**src/hdl/gpp_pkg.sv**
```systemverilog
// Package: types and constants shared by the game-port blocks.
`timescale 1ns / 1ps
package gpp_pkg;

  localparam int NUM_BUTTONS = 3;
  localparam int NUM_AXES    = 4;

  typedef enum logic [2:0] {
    MODE_READ   = 3'd0,
    MODE_TICK   = 3'd1,
    MODE_AXIS   = 3'd2,
    MODE_BUTTON = 3'd3,
    MODE_RESET  = 3'd4
  } mode_e;

  typedef enum logic [1:0] {
    CFG_HOLD   = 2'd0,
    CFG_SCALE  = 2'd1,
    CFG_OFFSET = 2'd2
  } cfg_idx_e;

  localparam logic [7:0] OFF_BTN_LO  = 8'h61;
  localparam logic [7:0] OFF_BTN_HI  = 8'h63;
  localparam logic [7:0] OFF_PDL_LO  = 8'h64;
  localparam logic [7:0] OFF_PDL_HI  = 8'h67;
  localparam logic [7:0] OFF_TRIGGER = 8'h70;

  localparam logic [31:0] HOLD_RESET   = 32'd10230;
  localparam logic [7:0]  SCALE_RESET  = 8'd11;
  localparam logic [7:0]  OFFSET_RESET = 8'd10;
  localparam logic [7:0]  AXIS_RESET   = 8'd127;

  // One request as it sits in the input register.
  typedef struct packed {
    logic [2:0]  mode;
    logic [7:0]  io_offset;
    logic [7:0]  floating_bus;
    logic [47:0] now_cycle;
    logic [31:0] tick_cycles;
    logic [1:0]  stick;
    logic        axis_is_y;
    logic [7:0]  position;
    logic [1:0]  button;
    logic        pressed;
  } item_t;

endpackage

```
**src/hdl/gpp_if.sv**
```systemverilog
// Interfaces: request channel and result channel.
`timescale 1ns / 1ps
interface gpp_item_if;
  logic        valid;
  logic        ready;
  logic [2:0]  mode;
  logic [7:0]  io_offset;
  logic [7:0]  floating_bus;
  logic [47:0] now_cycle;
  logic [31:0] tick_cycles;
  logic [1:0]  stick;
  logic        axis_is_y;
  logic [7:0]  position;
  logic [1:0]  button;
  logic        pressed;

  modport source (
    output valid, mode, io_offset, floating_bus, now_cycle, tick_cycles,
           stick, axis_is_y, position, button, pressed,
    input  ready
  );
  modport sink (
    input  valid, mode, io_offset, floating_bus, now_cycle, tick_cycles,
           stick, axis_is_y, position, button, pressed,
    output ready
  );
endinterface

interface gpp_result_if;
  logic       valid;
  logic       ready;
  logic [7:0] read_data;

  modport source (output valid, read_data, input ready);
  modport sink (input valid, read_data, output ready);
endinterface

```
**src/hdl/gpp_buttons.sv**
```systemverilog
// Button state, hold countdowns and the button read bit.
`timescale 1ns / 1ps
module gpp_buttons (
  input  logic           clk_i,
  input  logic           rst_ni,
  input  logic           exec_i,
  input  gpp_pkg::item_t item_i,
  input  logic [31:0]    hold_cycles_i,
  output logic           btn_bit_o
);
  import gpp_pkg::*;

  logic [NUM_BUTTONS-1:0] down_q, down_d;
  logic [31:0]            hold_q [NUM_BUTTONS];
  logic [31:0]            hold_d [NUM_BUTTONS];
  logic [7:0]             rd_off;

  // read bit for the button addressed by the offset
  always_comb begin
    rd_off    = item_i.io_offset - OFF_BTN_LO;
    btn_bit_o = 1'b0;
    for (int i = 0; i < NUM_BUTTONS; i++) begin
      if (rd_off[1:0] == 2'(i)) begin
        btn_bit_o = down_q[i] || (hold_q[i] != '0);
      end
    end
  end

  always_comb begin
    down_d = down_q;
    for (int i = 0; i < NUM_BUTTONS; i++) begin
      hold_d[i] = hold_q[i];
    end
    if (exec_i) begin
      unique case (item_i.mode)
        MODE_TICK: begin
          for (int i = 0; i < NUM_BUTTONS; i++) begin
            hold_d[i] = (hold_q[i] > item_i.tick_cycles) ?
                        hold_q[i] - item_i.tick_cycles : '0;
          end
        end
        MODE_BUTTON: begin
          for (int i = 0; i < NUM_BUTTONS; i++) begin
            if (item_i.button == 2'(i)) begin
              if (item_i.pressed && !down_q[i]) begin
                hold_d[i] = hold_cycles_i;
              end
              down_d[i] = item_i.pressed;
            end
          end
        end
        MODE_RESET: begin
          down_d = '0;
          for (int i = 0; i < NUM_BUTTONS; i++) begin
            hold_d[i] = '0;
          end
        end
        default: ;
      endcase
    end
  end

  always_ff @(posedge clk_i or negedge rst_ni) begin
    if (!rst_ni) begin
      down_q <= '0;
      for (int i = 0; i < NUM_BUTTONS; i++) begin
        hold_q[i] <= '0;
      end
    end else begin
      down_q <= down_d;
      for (int i = 0; i < NUM_BUTTONS; i++) begin
        hold_q[i] <= hold_d[i];
      end
    end
  end

endmodule

```
**src/hdl/gpp_paddle.sv**
```systemverilog
// Paddle positions, trigger time and the paddle timer compare.
`timescale 1ns / 1ps
module gpp_paddle (
  input  logic           clk_i,
  input  logic           rst_ni,
  input  logic           exec_i,
  input  gpp_pkg::item_t item_i,
  input  logic [7:0]     scale_i,
  input  logic [7:0]     offset_i,
  output logic           pdl_bit_o
);
  import gpp_pkg::*;

  logic [47:0] trig_q, trig_d;
  logic [7:0]  axis_q [NUM_AXES];
  logic [7:0]  axis_d [NUM_AXES];
  logic [47:0] elapsed;
  logic [15:0] prod;
  logic [16:0] limit;

  // elapsed time wraps modulo 2^48; limit fits in 17 bits
  always_comb begin
    elapsed   = item_i.now_cycle - trig_q;
    prod      = axis_q[item_i.io_offset[1:0]] * scale_i;
    limit     = {1'b0, prod} + {9'd0, offset_i};
    pdl_bit_o = (elapsed[47:17] == '0) && (elapsed[16:0] < limit);
  end

  always_comb begin
    trig_d = trig_q;
    for (int i = 0; i < NUM_AXES; i++) begin
      axis_d[i] = axis_q[i];
    end
    if (exec_i) begin
      unique case (item_i.mode)
        MODE_READ: begin
          if (item_i.io_offset == OFF_TRIGGER) begin
            trig_d = item_i.now_cycle;
          end
        end
        MODE_AXIS: begin
          if (!item_i.stick[1]) begin
            axis_d[{item_i.stick[0], item_i.axis_is_y}] = item_i.position;
          end
        end
        MODE_RESET: begin
          trig_d = '0;
          for (int i = 0; i < NUM_AXES; i++) begin
            axis_d[i] = AXIS_RESET;
          end
        end
        default: ;
      endcase
    end
  end

  always_ff @(posedge clk_i or negedge rst_ni) begin
    if (!rst_ni) begin
      trig_q <= '0;
      for (int i = 0; i < NUM_AXES; i++) begin
        axis_q[i] <= AXIS_RESET;
      end
    end else begin
      trig_q <= trig_d;
      for (int i = 0; i < NUM_AXES; i++) begin
        axis_q[i] <= axis_d[i];
      end
    end
  end

endmodule

```
**src/hdl/paddle_button_game_port.sv**
```systemverilog
// Top level: game-port paddle timer and buttons with request/result channels.
// Throughput: one request per cycle unless the result side stalls; the
//   input register, one pass of compare and counter logic, and the result
//   register form the only path.
// Reset (rst_ni low, asynchronous): channels empty, config registers at their
//   defaults, axes at 127, trigger time, button flags and countdowns at zero.
`timescale 1ns / 1ps
module paddle_button_game_port (
  input  logic              clk_i,
  input  logic              rst_ni,
  gpp_item_if.sink          in_i,
  gpp_result_if.source      out_o,
  input  logic              cfg_we_i,
  input  logic [1:0]        cfg_idx_i,
  input  logic [31:0]       cfg_data_i
);
  import gpp_pkg::*;

  // config registers
  logic [31:0] hold_cfg_q;
  logic [7:0]  scale_cfg_q;
  logic [7:0]  offset_cfg_q;

  // input register
  item_t       s1_q, in_item;
  logic        s1_valid_q;

  // result register
  logic        out_valid_q;
  logic [7:0]  out_data_q, rd_data;

  logic        exec;
  logic        btn_bit, pdl_bit;

  always_ff @(posedge clk_i or negedge rst_ni) begin
    if (!rst_ni) begin
      hold_cfg_q   <= HOLD_RESET;
      scale_cfg_q  <= SCALE_RESET;
      offset_cfg_q <= OFFSET_RESET;
    end else if (cfg_we_i) begin
      unique case (cfg_idx_i)
        CFG_HOLD:   hold_cfg_q   <= cfg_data_i;
        CFG_SCALE:  scale_cfg_q  <= cfg_data_i[7:0];
        CFG_OFFSET: offset_cfg_q <= cfg_data_i[7:0];
        default: ;  // unused index, write dropped
      endcase
    end
  end

  // The item in s1 executes once the result register can take its byte;
  // state updates and the result land on the same edge, so the next
  // request sees the updated state.
  assign exec     = s1_valid_q && (!out_valid_q || out_o.ready);
  assign in_i.ready = !s1_valid_q || exec;

  always_comb begin
    in_item.mode         = in_i.mode;
    in_item.io_offset    = in_i.io_offset;
    in_item.floating_bus = in_i.floating_bus;
    in_item.now_cycle    = in_i.now_cycle;
    in_item.tick_cycles  = in_i.tick_cycles;
    in_item.stick        = in_i.stick;
    in_item.axis_is_y    = in_i.axis_is_y;
    in_item.position     = in_i.position;
    in_item.button       = in_i.button;
    in_item.pressed      = in_i.pressed;
  end

  always_ff @(posedge clk_i or negedge rst_ni) begin
    if (!rst_ni) begin
      s1_valid_q <= 1'b0;
    end else if (in_i.ready) begin
      s1_valid_q <= in_i.valid;
    end
  end

  always_ff @(posedge clk_i) begin
    if (in_i.ready && in_i.valid) begin
      s1_q <= in_item;
    end
  end

  gpp_buttons u_buttons (
    .clk_i         (clk_i),
    .rst_ni        (rst_ni),
    .exec_i        (exec),
    .item_i        (s1_q),
    .hold_cycles_i (hold_cfg_q),
    .btn_bit_o     (btn_bit)
  );

  gpp_paddle u_paddle (
    .clk_i     (clk_i),
    .rst_ni    (rst_ni),
    .exec_i    (exec),
    .item_i    (s1_q),
    .scale_i   (scale_cfg_q),
    .offset_i  (offset_cfg_q),
    .pdl_bit_o (pdl_bit)
  );

  // Read byte: bit 7 from button or paddle when the offset selects one,
  // otherwise the whole floating-bus byte. Non-read modes return zero.
  always_comb begin
    rd_data = '0;
    if (s1_q.mode == MODE_READ) begin
      if (s1_q.io_offset >= OFF_BTN_LO && s1_q.io_offset <= OFF_BTN_HI) begin
        rd_data = {btn_bit, s1_q.floating_bus[6:0]};
      end else if (s1_q.io_offset >= OFF_PDL_LO && s1_q.io_offset <= OFF_PDL_HI) begin
        rd_data = {pdl_bit, s1_q.floating_bus[6:0]};
      end else begin
        rd_data = s1_q.floating_bus;
      end
    end
  end

  always_ff @(posedge clk_i or negedge rst_ni) begin
    if (!rst_ni) begin
      out_valid_q <= 1'b0;
    end else if (exec) begin
      out_valid_q <= 1'b1;
    end else if (out_o.ready) begin
      out_valid_q <= 1'b0;
    end
  end

  always_ff @(posedge clk_i) begin
    if (exec) begin
      out_data_q <= rd_data;
    end
  end

  assign out_o.valid     = out_valid_q;
  assign out_o.read_data = out_data_q;

  // a held request waits in s1 while the result side stalls
  a_s1_hold: assert property (@(posedge clk_i) disable iff (!rst_ni)
    s1_valid_q && out_valid_q && !out_o.ready |=> s1_valid_q)
    else $error("request dropped from input register during stall");

  // every executed request produces a result
  a_exec_result: assert property (@(posedge clk_i) disable iff (!rst_ni)
    exec |=> out_valid_q)
    else $error("executed request produced no result");

  // only bus reads return nonzero data
  a_nonread_zero: assert property (@(posedge clk_i) disable iff (!rst_ni)
    exec && (s1_q.mode != MODE_READ) |=> out_data_q == '0)
    else $error("non-read request returned nonzero data");

endmodule

```
**src/flat_wrapper.sv**
```systemverilog
// flat-port wrapper written by rule: the top's interface ports become plain ports
module paddle_button_game_port_flat import gpp_pkg::*;
  (clk_i, rst_ni, cfg_we_i, cfg_idx_i, cfg_data_i, in_i_valid, in_i_mode, in_i_io_offset, in_i_floating_bus, in_i_now_cycle, in_i_tick_cycles, in_i_stick, in_i_axis_is_y, in_i_position, in_i_button, in_i_pressed, in_i_ready, out_o_valid, out_o_read_data, out_o_ready);
  gpp_item_if in_i_i ();
  gpp_result_if out_o_i ();
  input  logic clk_i;
  input  logic rst_ni;
  input  logic cfg_we_i;
  input  logic [1:0] cfg_idx_i;
  input  logic [31:0] cfg_data_i;
  input wire logic [$bits(in_i_i.valid)-1:0] in_i_valid;
  input wire logic [$bits(in_i_i.mode)-1:0] in_i_mode;
  input wire logic [$bits(in_i_i.io_offset)-1:0] in_i_io_offset;
  input wire logic [$bits(in_i_i.floating_bus)-1:0] in_i_floating_bus;
  input wire logic [$bits(in_i_i.now_cycle)-1:0] in_i_now_cycle;
  input wire logic [$bits(in_i_i.tick_cycles)-1:0] in_i_tick_cycles;
  input wire logic [$bits(in_i_i.stick)-1:0] in_i_stick;
  input wire logic [$bits(in_i_i.axis_is_y)-1:0] in_i_axis_is_y;
  input wire logic [$bits(in_i_i.position)-1:0] in_i_position;
  input wire logic [$bits(in_i_i.button)-1:0] in_i_button;
  input wire logic [$bits(in_i_i.pressed)-1:0] in_i_pressed;
  output wire logic [$bits(in_i_i.ready)-1:0] in_i_ready;
  output wire logic [$bits(out_o_i.valid)-1:0] out_o_valid;
  output wire logic [$bits(out_o_i.read_data)-1:0] out_o_read_data;
  input wire logic [$bits(out_o_i.ready)-1:0] out_o_ready;
  assign in_i_i.valid = in_i_valid;
  assign in_i_i.mode = in_i_mode;
  assign in_i_i.io_offset = in_i_io_offset;
  assign in_i_i.floating_bus = in_i_floating_bus;
  assign in_i_i.now_cycle = in_i_now_cycle;
  assign in_i_i.tick_cycles = in_i_tick_cycles;
  assign in_i_i.stick = in_i_stick;
  assign in_i_i.axis_is_y = in_i_axis_is_y;
  assign in_i_i.position = in_i_position;
  assign in_i_i.button = in_i_button;
  assign in_i_i.pressed = in_i_pressed;
  assign in_i_ready = in_i_i.ready;
  assign out_o_valid = out_o_i.valid;
  assign out_o_read_data = out_o_i.read_data;
  assign out_o_i.ready = out_o_ready;
  paddle_button_game_port u_core (.clk_i(clk_i), .rst_ni(rst_ni), .in_i(in_i_i), .out_o(out_o_i), .cfg_we_i(cfg_we_i), .cfg_idx_i(cfg_idx_i), .cfg_data_i(cfg_data_i));
endmodule
```
**config.mk**
```make
export PLATFORM = sky130hd
export DESIGN_NAME = paddle_button_game_port_flat
export DESIGN_NICKNAME = d
export VERILOG_FILES = /design/src/hdl/gpp_pkg.sv /design/src/hdl/gpp_if.sv /design/src/hdl/gpp_buttons.sv /design/src/hdl/gpp_paddle.sv /design/src/hdl/paddle_button_game_port.sv /design/src/flat_wrapper.sv
export SDC_FILE = /design/constraint.sdc
export NUM_CORES = 1
export LEC_CHECK = 0
export BUFFER_PORTS_ARGS = -buffer_cell sky130_fd_sc_hd__buf_4
export CAP_MARGIN = 20
export CORE_AREA = 2 2 321 323
export DETAILED_ROUTE_END_ITERATION = 12
export DIE_AREA = 0 0 323 325
export PLACE_DENSITY_LB_ADDON = 0.1
export SLEW_MARGIN = 20
export SYNTH_ARGS = -nofsm -noshare
export SYNTH_HDL_FRONTEND = slang
export SYNTH_SLANG_ARGS = --single-unit
```
**constraint.sdc**
```tcl
create_clock -name clk_i -period 24 [get_ports clk_i]
set_clock_uncertainty 0.05 [all_clocks]
set_input_delay 2.4 -clock clk_i [delete_from_list [all_inputs] [get_ports clk_i]]
set_output_delay 2.4 -clock clk_i [all_outputs]
set_load 0.01 [all_outputs]
```
* Yosys cells after proc, flatten, opt, wreduce, memory -nomap -nowiden *
Index checks and enable logic that the tools add are counted.

word-level totals
  input bits = 152
  output and inout port bits = 10
  flip-flop bits (word level) = 350
  logic and storage cells = 140

operators by class
  add/sub/neg operators = 6
  muxes and demuxes = 31
  $mul = 1
  reduce and logical (&&, ||, !) cells = 43
  equal/unequal tests = 19
  order comparisons = 11
  bitwise gates (word level) = 2

operators with widths
  kind                  count
  $mux W32              10
  $pmux W96 S3          1
  $gt A32 B32 Y1        3
  $pmux W48 S2          1
  $reduce_bool A32 Y1   3
  $sub A32 B32 Y32      3
  $pmux W32 S2          1
  $mux W48              1
  $sub A48 B48 Y48      1
  $mux W8               5
  $bwmux W32            1
  $logic_not A31 Y1     1
  $add A16 B8 Y17       1
  $lt A17 B17 Y1        1
  $bmux W8 S2           1
  $demux W8 S2          1
  $ge A8 B7 Y1 const B  2
  $le A8 B7 Y1 const B  2
  $mul A8 B8 Y16        1
  $ne A2 B2 Y1 const B  8
  $reduce_and A3 Y1     5
  $reduce_and A4 Y1     3
  $logic_and A1 B1 Y1   9
  $eq A8 B7 Y1 const B  1
  18 further kinds      47

* Logic depth before layout (Yosys ltp) *
  depth in word-level cells = 10
  depth in mapped cells = 34
  gate-level depth less buffers = 33

* Hierarchy *
A second synthesis with hierarchy kept.

second synthesis, totals
  cells, all modules = 2,684
  area, all modules = 25,027.8 um^2

modules (own cells, without submodules)
  module                   seq. area each (um^2)  cells an instance  times used  area each (um^2)
  gpp_buttons              2,477.4                1,345              1           10,268.6
  gpp_paddle               2,037.0                1,093              1           9,112.5
  paddle_button_game_port  4,903.5                246                1           5,646.7

* Worst setup path after synthesis *
Ideal clock, no wire load.

  path type = register -> register
  from = register u_core.s1_q[102] (netlist name)
  to = register u_core.out_data_q[7], in the netlist u_core.out_o.read_data[7], data pin
  setup time = 0.145 ns
  arrival time = 7.488 ns
  clock period less this slack = 7.683 ns
  required time = 23.805 ns
  slack = 16.317 ns
  cell stages (with the launch flop) = 31
  buffers on the path = 1
  cell sequence = edfxtp_1 buf_1 mux4_2 and2_1 fa_1 fa_1 inv_1 fa_1 fa_1 inv_1 ha_1 inv_1 o21ai_0 a21oi_1 o21ai_0 a21oi_1 o21ai_0 a2111o_1 a31o_2 a21oi_1 xor2_1 ha_1 a2111oi_0 o311ai_0 a2111oi_0 o2111ai_1 nor4_1 nand4_1 nor4_4 nand4_1 o21ai_1

on the way
  word-level cells in the longest chain between the ends = 10
  elaborated cells on any way between the ends = 23
  classes of those cells = add/sub (2); mul (1); order compare (5); eq/ne (2); mux (8); bitwise (1); reduce/logical (4)

ends and longest elaborated chain
  item                                         line                            text
  start: declaration                           paddle_button_game_port.sv:25   item_t s1_q, in_item;
  start signal: assignment                     paddle_button_game_port.sv:79   s1_q <= in_item;
  $not A2 Y3 (implied by the code)             gpp_paddle.sv:24                prod = axis_q[item_i.io_offset[1:0]] * scale_i;
  $bmux W8 S2                                  gpp_paddle.sv:24
  $mux W8 (implied by the code) (2 in series)  gpp_paddle.sv:24
  $mul A8 B8 Y16                               gpp_paddle.sv:24
  $add A16 B8 Y17                              gpp_paddle.sv:25                limit = {1'b0, prod} + {9'd0, offset_i};
  $lt A17 B17 Y1                               gpp_paddle.sv:26                pdl_bit_o = (elapsed[47:17] == '0) && (elapsed[16:0] < limit);
  $logic_and A1 B1 Y1                          gpp_paddle.sv:26
  $mux W8                                      paddle_button_game_port.sv:109  end else if (s1_q.io_offset >= OFF_PDL_LO && s1_q.io_offset <= OFF_PDL_HI) begin
  $mux W8 (*)                                  paddle_button_game_port.sv:107  if (s1_q.io_offset >= OFF_BTN_LO && s1_q.io_offset <= OFF_BTN_HI) begin
  end signal: assignment                       paddle_button_game_port.sv:129  out_data_q <= rd_data;
  end: declaration                             paddle_button_game_port.sv:30   logic [7:0] out_data_q, rd_data;

Mark *: on every way between the ends. The rest lies on a longest branch, timed or not. The select of a mux whose other input is x is not followed.
A chain may end at the register's enable or synchronous reset.

* Worst setup path after layout *
Ends and elaborated chain as after synthesis.

==> results by stage <==
Status:
- The run finished with clean final reports.

Hold path:
- The worst hold path terminates at u_core.u_paddle.axis_q[3].
- In this run the most critical hold path is launched from u_core.u_paddle.axis_q[3].
- Counting instances, the worst hold path has a depth of 2.
- The type of the most critical hold path is flip-flop to flip-flop.

Detailed routing:
- The first routing iteration left between 1,000 and 1,500 violations.
- The first detailed-routing pass took 5 iterations.
- The via count of the routed design is around 20,000.
- For this run, design rule violations remaining after detail routing come to 0.
- Wires add up to slightly above 80 mm.
- The number of vias per cell is ~4.8.
- The number of nets with antenna violations after detailed routing is 0.
- In the final routed layout, each cell accounts on average for about 20 um.

Global routing:
- The wire length of the first global-routing pass is approximately 130 mm.
- Entering global routing, the biggest net connects 154 pins.
- Summed over all layers, the global routing overflow is 0.
- Global routing used around 16% of the available tracks across all layers.
- The number of global-route vias before repair came to a little over 20,000.
- The initial antenna violation count is 2.

Worst setup path:
- In this design, the stage delay of the slowest critical-path cell is roughly 860 ps.
- The launching point of the worst reg2reg path is u_core.s1_q[102].
- The nature of the critical path endpoint is a flip-flop.
- The slowest stage of the critical path belongs to the cell edfxtp_1.
- The type of the setup path with the least slack is flip-flop to flip-flop.
- The worst-case register-to-register setup slack is ~15,000 ps.
- Among the stages of the critical path, the cell type that occurs most often is a21oi_1.
- The capture point of the worst reg-to-reg path is u_core.out_o.read_data[7].
- The critical path launch point type is a flip-flop.
- The worst endpoint data arrival time is 9040 ps.
- Measured in cells, the most critical reg-to-reg path has a length of 31.
- The largest fanout on the critical path is 13.
- The worst path required time is roughly 24,000 ps.
- Grouping stages by cell kind, the critical path spends the most delay in compound AO/OA/AOI/OAI gates.
- Together, buffers and inverters on the worst path number 3.

Timing:
- The setup total negative slack is 0 ps.
- The fraction of the cycle the final worst path needs is 35.9%.
- The post-layout minimum cycle time is between 8000 and 9000 ps.
- The worst pin sits at a relative slew slack of a little over an eighth.
- Setup repair after global routing left no endpoint under its margin.
- The setup violation total in the final timing report is 0.
- The number of failing hold endpoints at the final stage was 0.
- The number of slew-limit violations in the final report is 0.
- For this run, the top clock speed supported by timing is ~120 MHz.
- At the pin with the least slew margin, the transition time is between 1000 and 1500 ps.
- The tightest hold path in the finished design has a slack of between 400 and 500 ps.

Die:
- The floorplan die area is about 100,000 sq um.
- The region available for standard cell placement spans about 100,000 sq um.
- For this configuration, the core starts out at a cell density of 24.0%.
- The I/O pin count is approximately 160.
- Row generation in the floorplan step produced ~120 rows.
- The width of the die is about 320 um.
- The y dimension of the die is between 300 and 400 um.

Synth:
- In the synthesized netlist the dominant register cell turns out to be dfrtp_1.
- The commonest cells after synthesis are nor2_1, a21oi_1, ha_1.
- The synthesized netlist net count is 2,962.
- Sorting the synthesized cells by area gives the leading types as dfrtp_1, edfxtp_1, ha_1.
- The most common cell in the synthesized netlist is nor2_1.
- Summing every instance area after synthesis gives around 24,000 sq um.
- The synthesized design devotes to its leading area cell type between 10% and 20% of total area.
- In this run, distinct cell masters in the synthesized netlist total roughly 90.
- Counting flops with a built-in enable in the synthesized netlist gives 121.
- In the synthesized netlist the async set-or-reset flop fraction comes to between 60 and 70%.
- The synthesized instance count is 2,563.
- The flop and latch count out of synthesis is 350.
- The Yosys step of the flow raised 0 warnings.
- A synthesized cell averages around 9.5 sq um.
- The sequential-to-total area share from yosys stat is roughly two fifths.
- The synthesized design spends more area on one cell type than any other, namely dfrtp_1.

Layout:
- The filler cells instantiated in the layout total approximately 11,000.
- The register area is 9420 sq um.
- The layout net count is about 3,100.
- The area used by multi-input combinational logic is between 10,000 and 15,000 sq um.
- Cells fill between 20 and 30% of the core in the end.
- The repair_antennas step left the layout with diodes totalling 0.
- From synthesis to final layout, the design area changed by 17.6%.
- The fraction of layout instances using a drive strength above 1 is ~14%.
- Leaving out filler cells and counting taps, the final layout contains 4,100.

Pwr:
- The cell area power density is 137 nW/um^2.
- The total leakage power is 12.0 nW.
- The peak supply drop is 0.0795 mV.

CTS:
- The clock buffer count from CTS is 48.
- The clock reaches the later pin of the worst-skew pair after just over 600 ps.
- The clock slew seen by the registers of the worst setup and hold paths is ~60 ps.
- Buffers inserted to repair hold after CTS numbered 0.
- The number of setup buffers added after CTS is 0.
- The clock tree from TritonCTS is yes.
- The buffer levels on the longest clock path is 3.
- The number of clock sinks is 350.
- The quantity of gates resized following cts is 0.
- The clock tree synthesis step divided the H-tree into 2 levels.
- Clock tree synthesis selected as its root buffer the cell clkbuf_16.

Placed design:
- The number of buffers inserted by port buffering is 161.
- The final estimated routing congestion in global placement is 0.844.
- Counting tap cells, the placed design contains a total of around 4,000 instances.
- The post-detailed-placement half-perimeter wirelength is a little over 60 mm.

Job:
- The max-capacitance violation count is 0.
sequential cells by signal, summed over array words and instances (netlist names):
| signal | cells |
|---|---|
| u_core.s1_q | 113 |
| u_core.u_buttons.hold_q | 96 |
| u_core.u_paddle.trig_q | 48 |
| u_core.hold_cfg_q | 32 |
| u_core.u_paddle.axis_q | 32 |
| u_core.offset_cfg_q | 8 |
| u_core.out_o.read_data | 8 |
| u_core.scale_cfg_q | 8 |
| u_core.u_buttons.down_q | 3 |
| u_core.out_o.valid | 1 |
| u_core.s1_valid_q | 1 |
metal layers:
metal	wire length, um	part of all wire, %	global-route usage (%)
met4	1950	2.4	4.31
met5	13	0.016	0
met1	38100	46	21.0
met2	40000	48	26.7
met3	2920	3.5	1.97
worst max-delay path by stage:
stage	start	to	slack (ps)	cells past startpoint
CTS	u_core.s1_q[102]	u_core.out_o.read_data[7]	15380	31
detailed placement	u_core.s1_q[102]	u_core.out_o.read_data[7]	15420	31
global route	u_core.s1_q[102]	u_core.out_o.read_data[7]	14790	31
finish	u_core.s1_q[102]	u_core.out_o.read_data[7]	15380	31
floorplan	u_core.s1_q[102]	u_core.out_o.read_data[7]	16320	30
global placement	u_core.s1_q[102]	u_core.out_o.read_data[7]	15540	31
worst min-delay path, cell delays in order (launching register included):
cell	delay, ps
dfstp_2	360
nand2_1	40
o21ai_0	70
power by group:
group          leakage, nW  internal, W  switching (W)
sequential            3.84     0.000789       0.000139
clock                0.757     0.000434       0.000295
combinational         7.42     0.000954        0.00130
total                 12.0      0.00218        0.00173
logic make-up (layout without fill, tap and decap cells):
| family | count (synthesis) | after routing | share of synthesized area [%] |
|---|---|---|---|
| DFF | 350 | 350 | 38.8 |
| adders and majority gates | 247 | 247 | 14.2 |
| buffers and inverters | 290 | 459 | 4.56 |
| muxes | 61 | 61 | 3.18 |
| and+or+nand+nor | 778 | 778 | 16.1 |
| xor gates and xnor gates | 115 | 115 | 4.15 |
| AOI/OAI and AO/OA | 722 | 722 | 19.0 |
cell usage in the layout (no fill, tap or decap), drive strengths merged, types with 8 or more instances in the layout:
| master | netlist | layout |
|---|---|---|
| a21oi | 232 | 232 |
| a31oi | 42 | 42 |
| o31ai | 11 | 11 |
| mux4 | 8 | 8 |
| buf | 12 | 173 |
| nand2 | 151 | 151 |
| or3 | 15 | 15 |
| nor4 | 33 | 33 |
| nor2b | 19 | 19 |
| a211oi | 15 | 15 |
| and2 | 61 | 61 |
| nor3 | 35 | 35 |
| dfrtp | 186 | 186 |
| a21o | 84 | 84 |
| o21a | 29 | 29 |
| nand3 | 40 | 40 |
| and3 | 29 | 29 |
| o21bai | 17 | 17 |
| clkbuf | 80 | 66 |
| nand2b | 24 | 24 |
| dfstp | 43 | 43 |
| nand3b | 57 | 57 |
| a22oi | 21 | 21 |
| nor2 | 245 | 245 |
| mux2 | 48 | 48 |
| inv | 197 | 198 |
| ha | 199 | 199 |
| xnor2 | 75 | 75 |
| o41ai | 8 | 8 |
| o21ai | 159 | 159 |
| a221oi | 22 | 22 |
| clkinv | 1 | 15 |
| xor2 | 40 | 40 |
| edfxtp | 121 | 121 |
| fa | 48 | 48 |
| nand4 | 42 | 42 |
| o211ai | 21 | 21 |
metrics by stage:
step	cell area, sq um	total power [W]	setup WS [ps]
finish	28500	0.00391	15380
global route	28500	0.00432	14790
CTS	28500	0.00398	15380
detailed placement	27000	0.00320	15420
global placement	27000	0.00321	15540
floorplan	24300	0.00262	16320
area by class of cell:
class                           instances  area share, %
Timing Repair Buffer                  173           4.62
Multi-Input combinational cell       1923           48.3
Tap cell                             1368           6.00
Sequential cell                       350           33.0
Inverter                              198           2.60
Clock buffer                           66           4.73
Clock inverter                         22          0.741
(Power assumes the default switching activity.)
